[config.mk]
export PLATFORM = sky130hd
export DESIGN_NAME = qgpd_queue
export DESIGN_NICKNAME = d
export VERILOG_FILES = /design/src/rtl/core/qgpd_pkg.sv /design/src/rtl/core/qgpd_queue.sv
export SDC_FILE = /design/constraint.sdc
export NUM_CORES = 1
export LEC_CHECK = 0
export BUFFER_PORTS_ARGS = -buffer_cell sky130_fd_sc_hd__buf_2
export CAP_MARGIN = 20
export CORE_MARGIN = 2
export CORE_UTILIZATION = 46
export DETAILED_ROUTE_END_ITERATION = 7
export GPL_TIMING_DRIVEN = 0
export PLACE_DENSITY = 0.73
export SYNTH_ARGS = -nofsm -noshare
export SYNTH_HDL_FRONTEND = slang
export SYNTH_SLANG_ARGS = --single-unit
[constraint.sdc]
create_clock -name clk -period 1.5 [get_ports clk]
set_clock_uncertainty 0.2 [all_clocks]
set_input_delay 0 -clock clk [delete_from_list [all_inputs] [get_ports clk]]
set_output_delay 0 -clock clk [all_outputs]
set_load 0.01 [all_outputs]
[src/rtl/core/qgpd_pkg.sv]
// Shared constants, types and the sine table generator of the detector.
`default_nettype none
package qgpd_pkg;

    localparam int QUEUE_DEPTH     = 2;
    localparam int QCNT_W          = $clog2(QUEUE_DEPTH + 1);
    localparam int LOG_FRAC_BITS   = 16;
    localparam int GAIN_MAX_Q8     = 24576;
    localparam int LOG_SCALE       = 197283;
    localparam int PHASE_SCALE     = 46080;
    localparam int CORDIC_GAIN_Q30 = 652032874;
    localparam int ATAN_ENTRIES    = 24;

    // Angle of atan(2^-i) in 2^32 per turn.
    localparam logic [31:0] ATAN_TURNS [ATAN_ENTRIES] = '{
        32'h20000000, 32'h12E4051E, 32'h09FB385B, 32'h051111D4, 32'h028B0D43, 32'h0145D7E1,
        32'h00A2F61E, 32'h00517C55, 32'h0028BE53, 32'h00145F2F, 32'h000A2F98, 32'h000517CC,
        32'h00028BE6, 32'h000145F3, 32'h0000A2FA, 32'h0000517D, 32'h000028BE, 32'h0000145F,
        32'h00000A30, 32'h00000518, 32'h0000028C, 32'h00000146, 32'h000000A3, 32'h00000051
    };

    typedef struct packed {
        logic              empty;
        logic [QCNT_W-1:0] count;
    } queue_status_t;

    typedef enum logic [3:0] {
        B_IDLE,
        B_START,
        B_NORM,
        B_SQUARE,
        B_GAIN,
        B_GSAT,
        B_CPREP,
        B_CITER,
        B_CEND,
        B_PHASE,
        B_PFIN,
        B_DONE
    } back_state_t;

    // One sine table entry, Q1.15, by CORDIC rotation; evaluated at elaboration.
    function automatic logic signed [15:0] sine_entry(input int k, input int tbits,
                                                       input int steps);
        longint a;
        longint x;
        longint y;
        longint z;
        longint nx;
        longint v;
        logic   neg;
        a   = longint'(k) << (32 - tbits);
        neg = 1'b0;
        x   = longint'(CORDIC_GAIN_Q30);
        y   = 0;
        if (((a >> 30) == 1) || ((a >> 30) == 2)) begin
            a   = (a + 64'sh80000000) & 64'shFFFFFFFF;
            neg = 1'b1;
        end
        z = (a >= 64'sh80000000) ? a - 64'sh100000000 : a;
        for (int i = 0; i < steps; i++) begin
            if (z >= 0) begin
                nx = x - (y >>> i);
                y  = y + (x >>> i);
                z  = z - longint'({32'b0, ATAN_TURNS[i]});
            end else begin
                nx = x + (y >>> i);
                y  = y - (x >>> i);
                z  = z + longint'({32'b0, ATAN_TURNS[i]});
            end
            x = nx;
        end
        v = (y + 16384) >>> 15;
        if (neg) begin
            v = -v;
        end
        if (v > 32767) begin
            v = 32767;
        end
        if (v < -32767) begin
            v = -32767;
        end
        return 16'(v);
    endfunction

endpackage
`default_nettype wire

[src/rtl/core/qgpd_queue.sv]
// Small queue of block snapshots between front and back end.
`default_nettype none
module qgpd_queue #(
    parameter int WIDTH = 8
) (
    input  wire logic                    clk,
    input  wire logic                    rst_n,
    input  wire logic                    wr_en,
    input  wire logic [WIDTH-1:0]        wr_data,
    input  wire logic                    rd_en,
    output logic [WIDTH-1:0]             rd_data,
    output qgpd_pkg::queue_status_t      qstat
);

    localparam int DEPTH = qgpd_pkg::QUEUE_DEPTH;
    localparam int PW    = $clog2(DEPTH);

    logic [WIDTH-1:0]                mem [DEPTH];
    logic [PW-1:0]                   wp_reg, rp_reg;
    logic [qgpd_pkg::QCNT_W-1:0]     cnt_reg;

    always_ff @(posedge clk) begin
        if (wr_en) begin
            mem[wp_reg] <= wr_data;
        end
    end

    always_ff @(posedge clk or negedge rst_n) begin
        if (!rst_n) begin
            wp_reg  <= '0;
            rp_reg  <= '0;
            cnt_reg <= '0;
        end else begin
            if (wr_en) begin
                wp_reg <= (wp_reg == PW'(DEPTH - 1)) ? '0 : wp_reg + PW'(1);
            end
            if (rd_en) begin
                rp_reg <= (rp_reg == PW'(DEPTH - 1)) ? '0 : rp_reg + PW'(1);
            end
            cnt_reg <= cnt_reg + qgpd_pkg::QCNT_W'(wr_en) - qgpd_pkg::QCNT_W'(rd_en);
        end
    end

    assign rd_data     = mem[rp_reg];
    assign qstat.empty = (cnt_reg == '0);
    assign qstat.count = cnt_reg;

endmodule
`default_nettype wire

==> results.md, run 1 <==
* Final wirelength at 1.20 mm
* Critical R2R Capture: cnt_reg[1]
* Crit Path Max Fanout at 9
* First-pass GRT wire length at 1.70 mm
* Post-Syn Area at 802 um2
* Synth area leaders: edfxtp_1 60%, mux2_4 15%, dfrtp_1 12%
* # H-tree levels at 1
* Run status: finished, final reports clean
* Mapped Nets at 53
* Number of global-route vias before repair at 409
* Vias per inst at 4.83
* Met3 wire len at 56 um
* Final GP Congestion at 0.628
* Worst hold path type: in2reg
* Avg WL per Cell at 12.7 um
* Minimum clock period at 1.46 ns
* Post-synth top area cell: edfxtp_1
* Tot Pwr at 1.86 mW
* Clk Latency, worst-skew pair at 0.29 ns
* Starting Density at 47.5%
* Synth Warn # at 0
* R2R Path Start: cnt_reg[0]
* CP Capture Type: output port
* Post-Route Utilization at 67.1%
* Wire length on met2 at 672 um
* Initial antenna violation count at 0
* Netlist cell types at 11
* Tcrit/Tclk final at 97.2%
* Synth Instances at 39
* Slew @ Worst Pin at 0.409 ns
* Die Width at 45.8 um
* DR vias at 459
* Routed length on met1 at 473 um
* Root Buffer: clkbuf_4
* WHS at 0.234 ns
* Floorplan core area at 0.00169 mm2
* Share of cells above drive strength 1 at 46.2%
* RSZ-0062 raised after global routing: yes
* IO Pins at 23
* CTS Buf Count at 3
* Register area share after synthesis at 72.4%
* Top-count cell post-synth: edfxtp_1
* Die span in y at 45.8 um
* PwrDens at 1640 mW/mm2
* Ys async rst share at 20.0%
* CP startpoint kind: flop
* Relative slew slack at 72.6%
* Syn_area_per_cell at 20.6 um2
* Static Leak at 0.498 nW
* Flop2flop setup slack at 0.10 ns
* Nets at 93
* Largest buffer count on any clock path at 2
* Worst Path Required at 1.30 ns
* Top Metal Used: met3
* Area Overhead vs Synth at 41.3%
* Die area at 0.00209 mm2
* Crit path launch: rp_reg
* Max rail drop VDD at 0.866 mV
* Final worst slack at 0.0416 ns
* CTS tree: yes
* Global route overflow at 0
* Top_reg_cell synth: edfxtp_1
* Place WS at -0.0267 ns
* Largest net degree at the start of global routing at 12
* Highest Clock Rate at 686 MHz
* EDFF count, synth at 16
* DRC violations left at 0
* Gr usage total at 12.2%
* Row cnt at 15
* Commonest cells post-synth: 16 x edfxtp_1, 8 x mux2_4, 4 x dfrtp_1
* Post-route antenna net violation count at 0
* Fin. max-slew vios at 0
* Design area at 0.00113 mm2
* Worst Path Arrival at 1.26 ns
* Clock-pin slew on the worst setup and hold paths at 0.10 ns
* Reg2Reg Depth at 5
* Antenna cells at 0
* Final setup fails at 0
* Largest register FFs at 16
* Hold Vio Cnt, Final at 0
* Iteration-0 DRC Markers at 8
* Worst Setup EP: rd_data[5]
* Sink Count at 20
* Area fraction of the dominant cell type after synthesis at 59.9%
* Setup CP Type: reg2out
* PortBufs at 22
* Placed inst area at 933 um2
* DR pass1 iterations at 2
* #FFs+latches synth at 20
* Max cap viols at 0
-- placed cells by master (no fill, tap or decap) --
cell | netlist | layout
buf_2 | 0 | 15
clkbuf_1 | 0 | 1
and2_1 | 1 | 1
dfrtp_1 | 4 | 4
xor2_1 | 2 | 2
buf_4 | 0 | 1
ha_1 | 2 | 2
xor3_1 | 1 | 1
buf_6 | 1 | 8
nor2_1 | 1 | 1
dlygate4sd3_1 | 0 | 12
mux2_4 | 8 | 8
edfxtp_1 | 16 | 16
nor2b_2 | 0 | 1
clkbuf_4 | 0 | 3
inv_1 | 2 | 2
-- worst max-delay path, cell delays in order, from the launching register on --
cell	delay [ns]
dfrtp_1	0.39
buf_6	0.15
mux2_4	0.29
buf_2	0.14
-- worst min path at each step --
stage,startpoint,endpoint,slack [ns],cells after the start
after floorplan,rst_n,cnt_reg[0],-0.50,0
after global placement,rst_n,cnt_reg[0],-0.39,1
after detailed placement,rst_n,cnt_reg[0],-0.39,1
after CTS,wr_data[2],mem[0][2],0.21,2
after global routing,wr_data[2],mem[0][2],0.23,2
final,wr_data[2],mem[0][2],0.23,2
-- repair_timing --
action	in CTS	in global routing
resized for setup	1	7
hold buffers	12	0
endpoints found under the setup margin	8	8
hold endpoints to repair	24	0
setup buffers	0	1
-- power by group --
part	internal [mW]	switching [mW]	leakage [nW]	total, mW
combinational	0.482	0.305	0.287	0.786
clock	0.103	0.148	0.0150	0.251
sequential	0.756	0.0618	0.197	0.817
total	1.34	0.515	0.498	1.86
-- logic make-up (layout without fill, tap and decap cells) --
group / count (synthesis) / in the layout / share of synthesized area [%]
xor+xnor: 3 / 3 / 5.15
fa+ha+maj: 2 / 2 / 3.12
buf+inv: 3 / 42 / 2.34
flops: 20 / 20 / 72.4
mux: 8 / 8 / 15.0
simple gates: 3 / 3 / 2.03
-- layout make-up --
class | count | area, um2
Clock buffer | 4 | 26.3
Inverter | 2 | 7.51
Timing Repair Buffer | 35 | 282
Multi-Input combinational cell | 16 | 205
Buffer | 1 | 11.3
Fill cell | 125 | 556
Sequential cell | 20 | 581
Tap cell | 17 | 21.3
-- through the flow --
stage          cells  TNS [ns]
6_report          95         0
5_1_grt           95  -0.00389
4_1_cts           94         0
3_5_place_dp      78    -0.212
3_3_place_gp      78    -0.224
2_1_floorplan     39         0
-- per-layer routing --
metal  track usage, %  vias up
met1             13.9      221
met3             2.38        0
met2             21.4       16
li1                 -      222
met4             6.86        0
met5                0        -
Note: power is estimated with default switching activity, not from simulation.
==> inputs of run 2 (changes only) <==
- BUFFER_PORTS_ARGS: -buffer_cell sky130_fd_sc_hd__buf_2 -> not set
- DONT_BUFFER_PORTS: not set -> 1
- PLACE_DENSITY: 0.73 -> 0.62
==> run 2 against run 1 <==
Net effect:
- clock power is 68% higher
- design area is 12% lower
- register-to-register slack worse by 0.07 ns
- first-iteration DRC count is 50% lower
- critical endpoint is now cnt_reg[1]
- combinational power is 33% lower
- wire length is 17% lower
- die area stayed put
- count of clock-buffer cells in the layout is 1 lower
- sequential share of layout area is 6.9 points higher
- non-clock buffer count is 23 lower
- sequential power is 2% higher
- worst setup slack worse by 0.012 ns
==> results.md, run 2 (same netlist as run 1, synthesis figures left out) <==
* Row cnt at 15
* Global route overflow at 0
* Fin. max-slew vios at 0
* DR vias at 363
* Run status: finished, final reports clean
* RSZ-0062 raised after global routing: yes
* Multi-input gate area at 205 um2
* Max cap viols at 0
* Die span in y at 45.8 um
* Fin cells at 72
* Place WS at -0.0580 ns
* CTS tree: yes
* Crit Path Max Fanout at 3
* NetSw at 0.472 mW
* Clock-pin slew on the worst setup and hold paths at 0.11 ns
* Commonest non-fill, non-tap cells in the layout: 16 x edfxtp_1, 12 x dlygate4sd3_1, 8 x mux2_4
* Hold Vio Cnt, Final at 0
* PortBufs at 0
* WHS at 0.151 ns
* First-pass GRT wire length at 1.49 mm
* Die Width at 45.8 um
* Post-route antenna net violation count at 0
* Final setup fails at 0
* Placed cells at 56
* Worst hold path type: in2reg
* Number of global-route vias before repair at 357
* Starting Density at 47.5%
* CP startpoint kind: flop
* Relative slew slack at 72.3%
* Largest buffer count on any clock path at 2
* Tcrit/Tclk final at 98.0%
* Max rail drop VDD at 1.29 mV
* Highest Clock Rate at 680 MHz
* Area Overhead vs Synth at 24.5%
* Worst Path Required at 1.47 ns
* Setup repair bufs after CTS at 0
* Vias per inst at 5.04
* CP Capture Type: flop
* Initial antenna violation count at 0
* Clock Power Share at 23.7%
* Share of cells above drive strength 1 at 25.5%
* Setup CP Type: reg2reg
* Largest net degree at the start of global routing at 13
* Static Leak at 0.404 nW
* Sink Count at 20
* Design area at 998 um2
* Antenna cells at 0
* IO Pins at 23
* Slew @ Worst Pin at 0.414 ns
* Most common cell after layout, fill and taps aside: edfxtp_1
* Largest register FFs at 16
* Sequential Power Share at 46.8%
* CTS Buf Count at 3
* Part of the power in combinational logic at 29.6%
* Final worst slack at 0.0298 ns
* Switching portion of total power at 26.5%
* Floorplan core area at 0.00169 mm2
* Worst Path Arrival at 1.44 ns
* Final GP Congestion at 0.647
* Int Pwr at 1.31 mW
* PwrDens at 1790 mW/mm2
* Placed inst area at 823 um2
* Post-Route Utilization at 59.1%
* # H-tree levels at 1
* Avg WL per Cell at 13.9 um
* Die area at 0.00209 mm2
* DRC violations left at 0
* Clk Latency, worst-skew pair at 0.28 ns
* Final wirelength at 1.00 mm
* Iteration-0 DRC Markers at 4
* Minimum clock period at 1.47 ns
* Gr usage total at 10.5%
* Root Buffer: clkbuf_4
* Nets at 70
* Sequential cell area at 581 um2
* DR pass1 iterations at 4
* Number of fillers in the final layout at 127
run 2: worst max-delay path, cell delays in order, from the launching register on:
cell and delay, ns:
dfrtp_1 0.43, inv_1 0.06, ha_1 0.26, inv_1 0.05, ha_1 0.14, xor3_1 0.21
run 2: what timing repair did:
action	CTS	global route
endpoints found under the hold margin	40	0
setup endpoints to repair	8	1
hold buffers	12	0
resized for setup	1	0
run 2: area by class of cell:
class | instances | share of cell area [%]
sequential | 20 | 58.1
buffer | 1 | 1.13
tap | 17 | 2.13
timing repair buffer | 12 | 12.0
inverter | 2 | 0.752
clock buffer | 3 | 2.26
multi-input combinational | 16 | 20.6
clock inverter | 1 | 3.01
run 2: worst paths after layout:
path	from	to	slack (ns)	depth (start not counted)
worst max-delay path	cnt_reg[0]	cnt_reg[1]	0.03	5
worst min-delay path	wr_data[4]	mem[0][4]	0.15	1
worst max register to register	cnt_reg[0]	cnt_reg[1]	0.03	5
worst min register to register	wp_reg	wp_reg	0.32	1
max in group asynchronous	rst_n	cnt_reg[0]	0.62	2
min in group asynchronous	rst_n	rp_reg	0.30	2
run 2: power groups by stage:
stage                     logic, mW  registers [mW]  clock network, mW
after global routing          0.575           0.850              0.452
after detailed placement      0.504           0.849                  0
after floorplan               0.451           0.831                  0
after CTS                     0.538           0.837              0.434
after global placement        0.492           0.841                  0
final                         0.527           0.835              0.422
run 2: per-stage QoR:
stage / TNS (ns) / power (mW)
after CTS: 0 / 1.81
after global placement: -0.0291 / 1.33
after global routing: -0.0659 / 1.88
after floorplan: 0 / 1.28
after detailed placement: -0.462 / 1.35
final: 0 / 1.78
run 2: per-layer routing:
metal  share of wire (%)  vias to the layer above  wire length [um]  track usage (%)
met1                  37                      172               374             12.2
li1                    -                      177                 -                -
met4                   0                        0                 0             5.14
met3                 6.3                        0                63             2.38
met5                   0                        -                 0                0
met2                  56                       14               564             18.3
