### config.mk
export PLATFORM = sky130hd
export DESIGN_NAME = qgpd_back
export DESIGN_NICKNAME = d
export VERILOG_FILES = /design/src/rtl/core/qgpd_pkg.sv /design/src/rtl/core/qgpd_back.sv
export SDC_FILE = /design/constraint.sdc
export NUM_CORES = 2
export LEC_CHECK = 0
export BUFFER_PORTS_ARGS = -buffer_cell sky130_fd_sc_hd__buf_2
export CAP_MARGIN = 5
export CORE_MARGIN = 2
export CORE_UTILIZATION = 28
export DETAILED_ROUTE_END_ITERATION = 8
export PLACE_DENSITY = 0.45
export REMOVE_ABC_BUFFERS = 1
export SYNTH_ARGS = -nofsm -noshare
export SYNTH_HDL_FRONTEND = slang
export SYNTH_SLANG_ARGS = --single-unit
export TNS_END_PERCENT = 20
### constraint.sdc
create_clock -name clk -period 23.9 [get_ports clk]
set_input_delay 3.585 -clock clk [delete_from_list [all_inputs] [get_ports clk]]
set_output_delay 3.585 -clock clk [all_outputs]
set_load 0.01 [all_outputs]
### src/rtl/core/qgpd_pkg.sv
// Shared constants, types and the sine table generator of the detector.
`default_nettype none
package qgpd_pkg;

    localparam int QUEUE_DEPTH     = 2;
    localparam int QCNT_W          = $clog2(QUEUE_DEPTH + 1);
    localparam int LOG_FRAC_BITS   = 16;
    localparam int GAIN_MAX_Q8     = 24576;
    localparam int LOG_SCALE       = 197283;
    localparam int PHASE_SCALE     = 46080;
    localparam int CORDIC_GAIN_Q30 = 652032874;
    localparam int ATAN_ENTRIES    = 24;

    // Angle of atan(2^-i) in 2^32 per turn.
    localparam logic [31:0] ATAN_TURNS [ATAN_ENTRIES] = '{
        32'h20000000, 32'h12E4051E, 32'h09FB385B, 32'h051111D4, 32'h028B0D43, 32'h0145D7E1,
        32'h00A2F61E, 32'h00517C55, 32'h0028BE53, 32'h00145F2F, 32'h000A2F98, 32'h000517CC,
        32'h00028BE6, 32'h000145F3, 32'h0000A2FA, 32'h0000517D, 32'h000028BE, 32'h0000145F,
        32'h00000A30, 32'h00000518, 32'h0000028C, 32'h00000146, 32'h000000A3, 32'h00000051
    };

    typedef struct packed {
        logic              empty;
        logic [QCNT_W-1:0] count;
    } queue_status_t;

    typedef enum logic [3:0] {
        B_IDLE,
        B_START,
        B_NORM,
        B_SQUARE,
        B_GAIN,
        B_GSAT,
        B_CPREP,
        B_CITER,
        B_CEND,
        B_PHASE,
        B_PFIN,
        B_DONE
    } back_state_t;

    // One sine table entry, Q1.15, by CORDIC rotation; evaluated at elaboration.
    function automatic logic signed [15:0] sine_entry(input int k, input int tbits,
                                                       input int steps);
        longint a;
        longint x;
        longint y;
        longint z;
        longint nx;
        longint v;
        logic   neg;
        a   = longint'(k) << (32 - tbits);
        neg = 1'b0;
        x   = longint'(CORDIC_GAIN_Q30);
        y   = 0;
        if (((a >> 30) == 1) || ((a >> 30) == 2)) begin
            a   = (a + 64'sh80000000) & 64'shFFFFFFFF;
            neg = 1'b1;
        end
        z = (a >= 64'sh80000000) ? a - 64'sh100000000 : a;
        for (int i = 0; i < steps; i++) begin
            if (z >= 0) begin
                nx = x - (y >>> i);
                y  = y + (x >>> i);
                z  = z - longint'({32'b0, ATAN_TURNS[i]});
            end else begin
                nx = x + (y >>> i);
                y  = y - (x >>> i);
                z  = z + longint'({32'b0, ATAN_TURNS[i]});
            end
            x = nx;
        end
        v = (y + 16384) >>> 15;
        if (neg) begin
            v = -v;
        end
        if (v > 32767) begin
            v = 32767;
        end
        if (v < -32767) begin
            v = -32767;
        end
        return 16'(v);
    endfunction

endpackage
`default_nettype wire

### src/rtl/core/qgpd_back.sv
// Back end: log2 gain, CORDIC phase and the result register.
`default_nettype none
module qgpd_back #(
    parameter int MAX_COUNT_BITS  = 16,
    parameter int CORDIC_STEPS    = 16,
    localparam int ACC_W          = MAX_COUNT_BITS + 32,
    localparam int SNAP_W         = 6 * ACC_W + 1
) (
    input  wire logic                      clk,
    input  wire logic                      rst_n,
    input  wire qgpd_pkg::queue_status_t   qstat,
    input  wire logic [SNAP_W-1:0]         snap_data,
    output logic                           snap_pop,
    input  wire logic                      pop,
    output logic                           empty,
    output logic signed [15:0]             gain_db_q8,
    output logic signed [15:0]             phase_deg_q7,
    output logic                           no_input,
    output logic                           overflow
);

    localparam int SW    = $clog2(ACC_W);
    localparam int LOG_W = SW + qgpd_pkg::LOG_FRAC_BITS;
    localparam int GP_W  = LOG_W + 20;
    localparam int CW    = ACC_W + 2;
    localparam int IW    = $clog2(CORDIC_STEPS);
    localparam int PP_W  = 51;
    localparam logic signed [GP_W-1:0] G_RND = GP_W'(1) << 23;
    localparam logic signed [PP_W-1:0] P_RND = PP_W'(1) << 31;

    qgpd_pkg::back_state_t state_reg, state_next;

    logic [ACC_W-1:0]        re_reg, de_reg, re_next, de_next;
    logic signed [ACC_W-1:0] ri_reg, rq_reg, di_reg, dq_reg;
    logic signed [ACC_W-1:0] ri_next, rq_next, di_next, dq_next;
    logic                    ovf_reg, ovf_next, noin_reg, noin_next, sel_reg, sel_next;
    logic [ACC_W-1:0]        w_reg, w_next;
    logic [SW-1:0]           s_reg, s_next;
    logic [30:0]             m_reg, m_next;
    logic [15:0]             frac_reg, frac_next;
    logic [3:0]              it_reg, it_next;
    logic [LOG_W-1:0]        logd_reg, logd_next, logr_reg, logr_next;
    logic signed [CW-1:0]    x_reg, y_reg, x_next, y_next;
    logic [31:0]             z_reg, z_next, zd_reg, zd_next;
    logic [IW-1:0]           i_reg, i_next;
    logic signed [GP_W-1:0]  gp_reg, gp_next;
    logic signed [15:0]      gain_reg, gain_next;
    logic signed [PP_W-1:0]  pp_reg, pp_next;
    logic                    ov_reg, ov_next;
    logic signed [15:0]      og_reg, og_next, op_reg, op_next;
    logic                    on_reg, on_next, oo_reg, oo_next;

    logic [61:0]             sq;
    logic [31:0]             msq;
    logic [15:0]             frac_new;
    logic [LOG_W-1:0]        log_new;
    logic signed [LOG_W:0]   ldiff;
    logic signed [GP_W-1:0]  gq;
    logic signed [ACC_W-1:0] vx, vy;
    logic signed [CW-1:0]    xs, ys;
    logic [31:0]             at, diff;
    logic signed [32:0]      ang;
    logic                    vec_zero, out_free, last_sq, last_it;

    assign sq       = m_reg * m_reg;
    assign msq      = sq[61:30];
    assign frac_new = {frac_reg[14:0], msq[31]};
    assign log_new  = {SW'(ACC_W - 1) - s_reg, frac_new};
    assign last_sq  = (it_reg == 4'(qgpd_pkg::LOG_FRAC_BITS - 1));
    assign vx       = sel_reg ? ri_reg : di_reg;
    assign vy       = sel_reg ? rq_reg : dq_reg;
    assign vec_zero = (vx == '0) && (vy == '0);
    assign xs       = x_reg >>> i_reg;
    assign ys       = y_reg >>> i_reg;
    assign at       = qgpd_pkg::ATAN_TURNS[5'(i_reg)];
    assign last_it  = (i_reg == IW'(CORDIC_STEPS - 1));
    assign ldiff    = $signed({1'b0, logd_reg}) - $signed({1'b0, logr_reg});
    assign gq       = gp_reg >>> 24;
    assign diff     = zd_reg - z_reg;
    assign ang      = (diff > 32'h80000000) ? $signed({1'b1, diff}) : $signed({1'b0, diff});
    assign out_free = ~ov_reg | pop;
    assign snap_pop = (state_reg == qgpd_pkg::B_IDLE) & ~qstat.empty;

    // Next state.
    always_comb begin
        state_next = state_reg;
        case (state_reg)
            qgpd_pkg::B_IDLE:   if (!qstat.empty) state_next = qgpd_pkg::B_START;
            qgpd_pkg::B_START:
                state_next = ((re_reg == '0) || (de_reg == '0)) ? qgpd_pkg::B_CPREP
                                                                 : qgpd_pkg::B_NORM;
            qgpd_pkg::B_NORM:   if (w_reg[ACC_W-1]) state_next = qgpd_pkg::B_SQUARE;
            qgpd_pkg::B_SQUARE:
                if (last_sq) state_next = sel_reg ? qgpd_pkg::B_GAIN : qgpd_pkg::B_NORM;
            qgpd_pkg::B_GAIN:   state_next = qgpd_pkg::B_GSAT;
            qgpd_pkg::B_GSAT:   state_next = qgpd_pkg::B_CPREP;
            qgpd_pkg::B_CPREP:
                state_next = vec_zero ? qgpd_pkg::B_CEND : qgpd_pkg::B_CITER;
            qgpd_pkg::B_CITER:  if (last_it) state_next = qgpd_pkg::B_CEND;
            qgpd_pkg::B_CEND:
                state_next = sel_reg ? qgpd_pkg::B_PHASE : qgpd_pkg::B_CPREP;
            qgpd_pkg::B_PHASE:  state_next = qgpd_pkg::B_PFIN;
            qgpd_pkg::B_PFIN:   state_next = qgpd_pkg::B_DONE;
            qgpd_pkg::B_DONE:   if (out_free) state_next = qgpd_pkg::B_IDLE;
            default:            state_next = qgpd_pkg::B_IDLE;
        endcase
    end

    // Datapath.
    always_comb begin
        re_next = re_reg;   de_next = de_reg;
        ri_next = ri_reg;   rq_next = rq_reg;
        di_next = di_reg;   dq_next = dq_reg;
        ovf_next = ovf_reg; noin_next = noin_reg; sel_next = sel_reg;
        w_next = w_reg;     s_next = s_reg;       m_next = m_reg;
        frac_next = frac_reg; it_next = it_reg;
        logd_next = logd_reg; logr_next = logr_reg;
        x_next = x_reg;     y_next = y_reg;       z_next = z_reg;
        zd_next = zd_reg;   i_next = i_reg;
        gp_next = gp_reg;   gain_next = gain_reg; pp_next = pp_reg;
        og_next = og_reg;   op_next = op_reg;     on_next = on_reg; oo_next = oo_reg;
        ov_next = ov_reg & ~pop;
        case (state_reg)
            qgpd_pkg::B_IDLE: begin
                if (!qstat.empty) begin
                    {ovf_next, re_next, de_next, ri_next, rq_next, di_next, dq_next} =
                        snap_data;
                end
            end
            qgpd_pkg::B_START: begin
                noin_next = (re_reg == '0);
                sel_next  = 1'b0;
                w_next    = de_reg;
                s_next    = '0;
                gain_next = -16'(qgpd_pkg::GAIN_MAX_Q8);
            end
            qgpd_pkg::B_NORM: begin
                if (w_reg[ACC_W-1]) begin
                    m_next    = w_reg[ACC_W-1 -: 31];
                    frac_next = '0;
                    it_next   = '0;
                end else begin
                    w_next = w_reg << 1;
                    s_next = s_reg + SW'(1);
                end
            end
            qgpd_pkg::B_SQUARE: begin
                m_next    = msq[31] ? msq[31:1] : msq[30:0];
                frac_next = frac_new;
                it_next   = it_reg + 4'd1;
                if (last_sq) begin
                    if (sel_reg) begin
                        logr_next = log_new;
                    end else begin
                        logd_next = log_new;
                        sel_next  = 1'b1;
                        w_next    = re_reg;
                        s_next    = '0;
                    end
                end
            end
            qgpd_pkg::B_GAIN: begin
                gp_next = GP_W'(ldiff) * GP_W'(qgpd_pkg::LOG_SCALE) + G_RND;
            end
            qgpd_pkg::B_GSAT: begin
                sel_next = 1'b0;
                if (gq > GP_W'(qgpd_pkg::GAIN_MAX_Q8)) begin
                    gain_next = 16'(qgpd_pkg::GAIN_MAX_Q8);
                end else if (gq < -GP_W'(qgpd_pkg::GAIN_MAX_Q8)) begin
                    gain_next = -16'(qgpd_pkg::GAIN_MAX_Q8);
                end else begin
                    gain_next = gq[15:0];
                end
            end
            qgpd_pkg::B_CPREP: begin
                i_next = '0;
                if (vec_zero) begin
                    z_next = '0;
                end else if (vx < 0) begin
                    x_next = -CW'(vx);
                    y_next = -CW'(vy);
                    z_next = 32'h80000000;
                end else begin
                    x_next = CW'(vx);
                    y_next = CW'(vy);
                    z_next = '0;
                end
            end
            qgpd_pkg::B_CITER: begin
                i_next = i_reg + IW'(1);
                if (y_reg > 0) begin
                    x_next = x_reg + ys;
                    y_next = y_reg - xs;
                    z_next = z_reg + at;
                end else begin
                    x_next = x_reg - ys;
                    y_next = y_reg + xs;
                    z_next = z_reg - at;
                end
            end
            qgpd_pkg::B_CEND: begin
                if (!sel_reg) begin
                    zd_next  = z_reg;
                    sel_next = 1'b1;
                end
            end
            qgpd_pkg::B_PHASE: begin
                pp_next = PP_W'(ang) * PP_W'(qgpd_pkg::PHASE_SCALE) + P_RND;
            end
            qgpd_pkg::B_DONE: begin
                // Load the result word only once the previous one has left.
                if (out_free) begin
                    og_next = gain_reg;
                    op_next = pp_reg[47:32];
                    on_next = noin_reg;
                    oo_next = ovf_reg;
                    ov_next = 1'b1;
                end
            end
            default: begin
                ov_next = ov_reg & ~pop;
            end
        endcase
    end

    always_ff @(posedge clk or negedge rst_n) begin
        if (!rst_n) begin
            state_reg <= qgpd_pkg::B_IDLE;
            ov_reg    <= 1'b0;
        end else begin
            state_reg <= state_next;
            ov_reg    <= ov_next;
        end
    end

    always_ff @(posedge clk) begin
        re_reg <= re_next;     de_reg <= de_next;
        ri_reg <= ri_next;     rq_reg <= rq_next;
        di_reg <= di_next;     dq_reg <= dq_next;
        ovf_reg <= ovf_next;   noin_reg <= noin_next; sel_reg <= sel_next;
        w_reg <= w_next;       s_reg <= s_next;       m_reg <= m_next;
        frac_reg <= frac_next; it_reg <= it_next;
        logd_reg <= logd_next; logr_reg <= logr_next;
        x_reg <= x_next;       y_reg <= y_next;       z_reg <= z_next;
        zd_reg <= zd_next;     i_reg <= i_next;
        gp_reg <= gp_next;     gain_reg <= gain_next; pp_reg <= pp_next;
        og_reg <= og_next;     op_reg <= op_next;     on_reg <= on_next; oo_reg <= oo_next;
    end

    assign empty        = ~ov_reg;
    assign gain_db_q8   = og_reg;
    assign phase_deg_q7 = op_reg;
    assign no_input     = on_reg;
    assign overflow     = oo_reg;

endmodule
`default_nettype wire

==> summary.txt <==
Routing
  • WL final: 240000 um
  • Vias post-DR: 59112
  • Via/cell ratio: 4.73
  • DRC viols: 0
  • Final ANT Viol Nets: 0
  • DRT iter0 DRCs: 3223
  • Routed length per instance: 19.2 um
  • 1st-pass router iterations: 5

Layout
  • Final Instance Area: 0.0917 sq mm
  • Area grow syn2layout: 11.4%
  • Fillers: 30450
  • Total Nets Final: 10500
  • Share of cells above drive strength 1: 9.56%

Clock tree
  • # H-tree levels: 3
  • Worst skew pair latency: 0.85 ns
  • Clk pin slew, worst setup/hold paths: 0.06 ns
  • CTS buffer count: 98
  • Post-CTS setup buffers: 0
  • Clock buffer depth: 4
  • Resized Gates After CTS: 0
  • Hold buffers post-CTS: 0
  • Root buffer cell: clkbuf_16
  • Sink Count: 696
  • CTS tree: yes

Critical path
  • Critical-path top delay cell: edfxtp_1
  • CP Buf/Inv Count: 5
  • Worst Setup End Kind: flop
  • Cell mode on critical path: fa_1
  • Critical Path Start Type: flop
  • CP top delay family: adder cells
  • Crit Path Class: flop to flop
  • CP peak stage delay: 0.95 ns
  • Worst Path Required: 24.41 ns
  • Data arrival, critical path: 11.34 ns
  • Critical Path Fanout Max: 39

Logic synthesis
  • Seq cells post-synth: 696
  • Netlist cell types: 90
  • Post-Syn Area: 0.0823 sq mm
  • Synth area leaders: edfxtp_1 (25%), fa_1 (22%), ha_1 (12%), inv_1 (6.3%), nand2_1 (3.2%)
  • Post-synth top area share: 25.2%
  • Avg Inst Size Synth: 9.94 sq um
  • Post-synth ARST share: 0.718%
  • Most used DFF post-synth: edfxtp_1
  • Synth Warn #: 0
  • Post-synth EDFFs: 691
  • Area leader, netlist: edfxtp_1
  • Syn Inst Count: 8282
  • Sequential-to-total area share from yosys stat: 25.4%

Timing
  • Setup TNS: 0 ns
  • RSZ-0062 raised after global routing: false
  • Fmax: 92.3 MHz
  • Hold Violations, Final: 0
  • Finish-stage setup viols: 0
  • Tmin final: 10.83 ns
  • Least-Margin Pin Slew: 1.20 ns
  • Tcrit/Tclk final: 45.3%
  • Max-slew headroom: 19.9%
  • Fin. max-slew vios: 0
  • Clock Skews: 0.0836 ns

GRT
  • Largest net degree at the start of global routing: 84
  • Vias in the first global route: 62908
  • First-pass GRT wire length: 373000 um
  • GRT Util Overall: 16.0%
  • Gr ovfl total: 0
  • Initial antenna violation count: 15

Die
  • Die Footprint: 0.298 sq mm
  • Row cnt: 199
  • Chip height: 546 um
  • Core Box Area: 0.293 sq mm
  • Total I/O pin count: 331
  • Starting Density: 28.1%
  • Die Wd: 546 um

Placed design
  • Hpwl dp: 189000 um
  • PortBufs: 328
  • Post-DP Area: 0.0884 sq mm
  • GPL Wtd Cong: 0.868

Min path
  • Worst hold path type: flop to flop

Status
  • Status: completed

Run
  • Max Cap Viol: 0
-- per-stage QoR --
stage,instances,util (%),hold WS (ns),setup slack (ns)
detailed placement,12312,30.2,0.405,13.10
floorplan,7976,-,0.400,8.88
finish,12493,31.3,0.417,13.07
global placement,12312,30.2,0.403,13.18
CTS,12489,31.3,0.419,13.05
global route,12489,31.3,0.424,12.39
-- metal layers --
metal  share of wire, %  GRT usage [%]
met1                 47           22.2
met2                 47           26.8
met3                3.9           1.52
met4                2.5           3.91
met5              0.010              0
-- Yosys cell counts (10+ instances only) --
cell type	instances
xor2_1	215
nand4_1	53
o31ai_1	46
buf_2	31
a21boi_0	13
a31o_2	17
a22oi_1	10
a21o_1	154
clkbuf_1	226
a2111oi_0	11
o211ai_1	21
inv_1	1377
buf_4	10
and2_1	228
a31oi_1	48
edfxtp_1	691
and3_1	65
nor3_1	135
xnor2_1	275
fa_1	914
nor2_1	455
nand3_1	105
nand2_1	695
nand2b_1	53
a211oi_1	31
mux2i_1	185
ha_1	798
nor2b_1	53
a21oi_1	427
or3_1	31
o21bai_1	45
nor4_1	55
buf_1	37
mux4_2	91
or2_2	36
o21a_1	38
o21ai_0	366
nor3b_1	14
mux2_2	56
a211o_1	11
-- kinds of logic (layout without fill, tap and decap cells) --
logic type | count (synthesis) | count (layout) | synth area share, %
xor gates and xnor gates | 490 | 490 | 5.21
buffers and inverters | 1686 | 1974 | 7.80
AOI/OAI and AO/OA | 1342 | 1342 | 10.0
and+or+nand+nor | 2024 | 2024 | 11.7
adders and majority gates | 1712 | 1712 | 34.4
muxes | 332 | 332 | 5.51
DFF | 696 | 696 | 25.4
other | 0 | 4 | 0
-- worst paths after layout --
kind,from,end,slack [ns],cells past startpoint
max,m_reg[16]$_DFFE_PP_,m_reg[29]$_DFFE_PP_,13.07,27
min,gain_reg[3]$_SDFFCE_PP0N_,gain_db_q8[3]$_DFFE_PP_,0.42,0
max reg2reg,m_reg[16]$_DFFE_PP_,m_reg[29]$_DFFE_PP_,13.07,27
min reg2reg,gain_reg[3]$_SDFFCE_PP0N_,gain_db_q8[3]$_DFFE_PP_,0.42,0
max in group asynchronous,rst_n,state_reg[2]$_DFFE_PN0P_,20.95,1
min in group asynchronous,rst_n,ov_reg$_DFF_PN0_,2.67,1
-- final cells by class --
type | instances | area (sq um) | share of cell area (%)
multi-input combinational | 5900 | 55100 | 60.1
sequential | 696 | 20900 | 22.8
inverter | 1380 | 5180 | 5.65
tap | 3919 | 4900 | 5.35
clock buffer | 110 | 2520 | 2.75
timing repair buffer | 417 | 2320 | 2.53
clock inverter | 67 | 748 | 0.816
antenna | 4 | 10.0 | 0.0109
-- cells in the final DEF (no fill, tap or decap), types with 99 or more instances in the layout --
| cell | synthesis | routed |
|---|---|---|
| xnor2_1 | 275 | 275 |
| a21oi_1 | 427 | 427 |
| clkbuf_16 | 0 | 99 |
| edfxtp_1 | 691 | 691 |
| and2_1 | 228 | 226 |
| a21o_1 | 154 | 154 |
| nor3_1 | 135 | 135 |
| fa_1 | 914 | 914 |
| nor2_1 | 455 | 451 |
| o21ai_0 | 366 | 365 |
| xor2_1 | 215 | 214 |
| nand3_1 | 105 | 104 |
| nand2_1 | 695 | 693 |
| mux2i_1 | 185 | 184 |
| inv_1 | 1377 | 1374 |
| ha_1 | 798 | 798 |
| buf_2 | 31 | 328 |
Power is left out: the tool's default activity adds up to more than one toggle a clock period on the data nets, which glitch-free logic cannot reach.
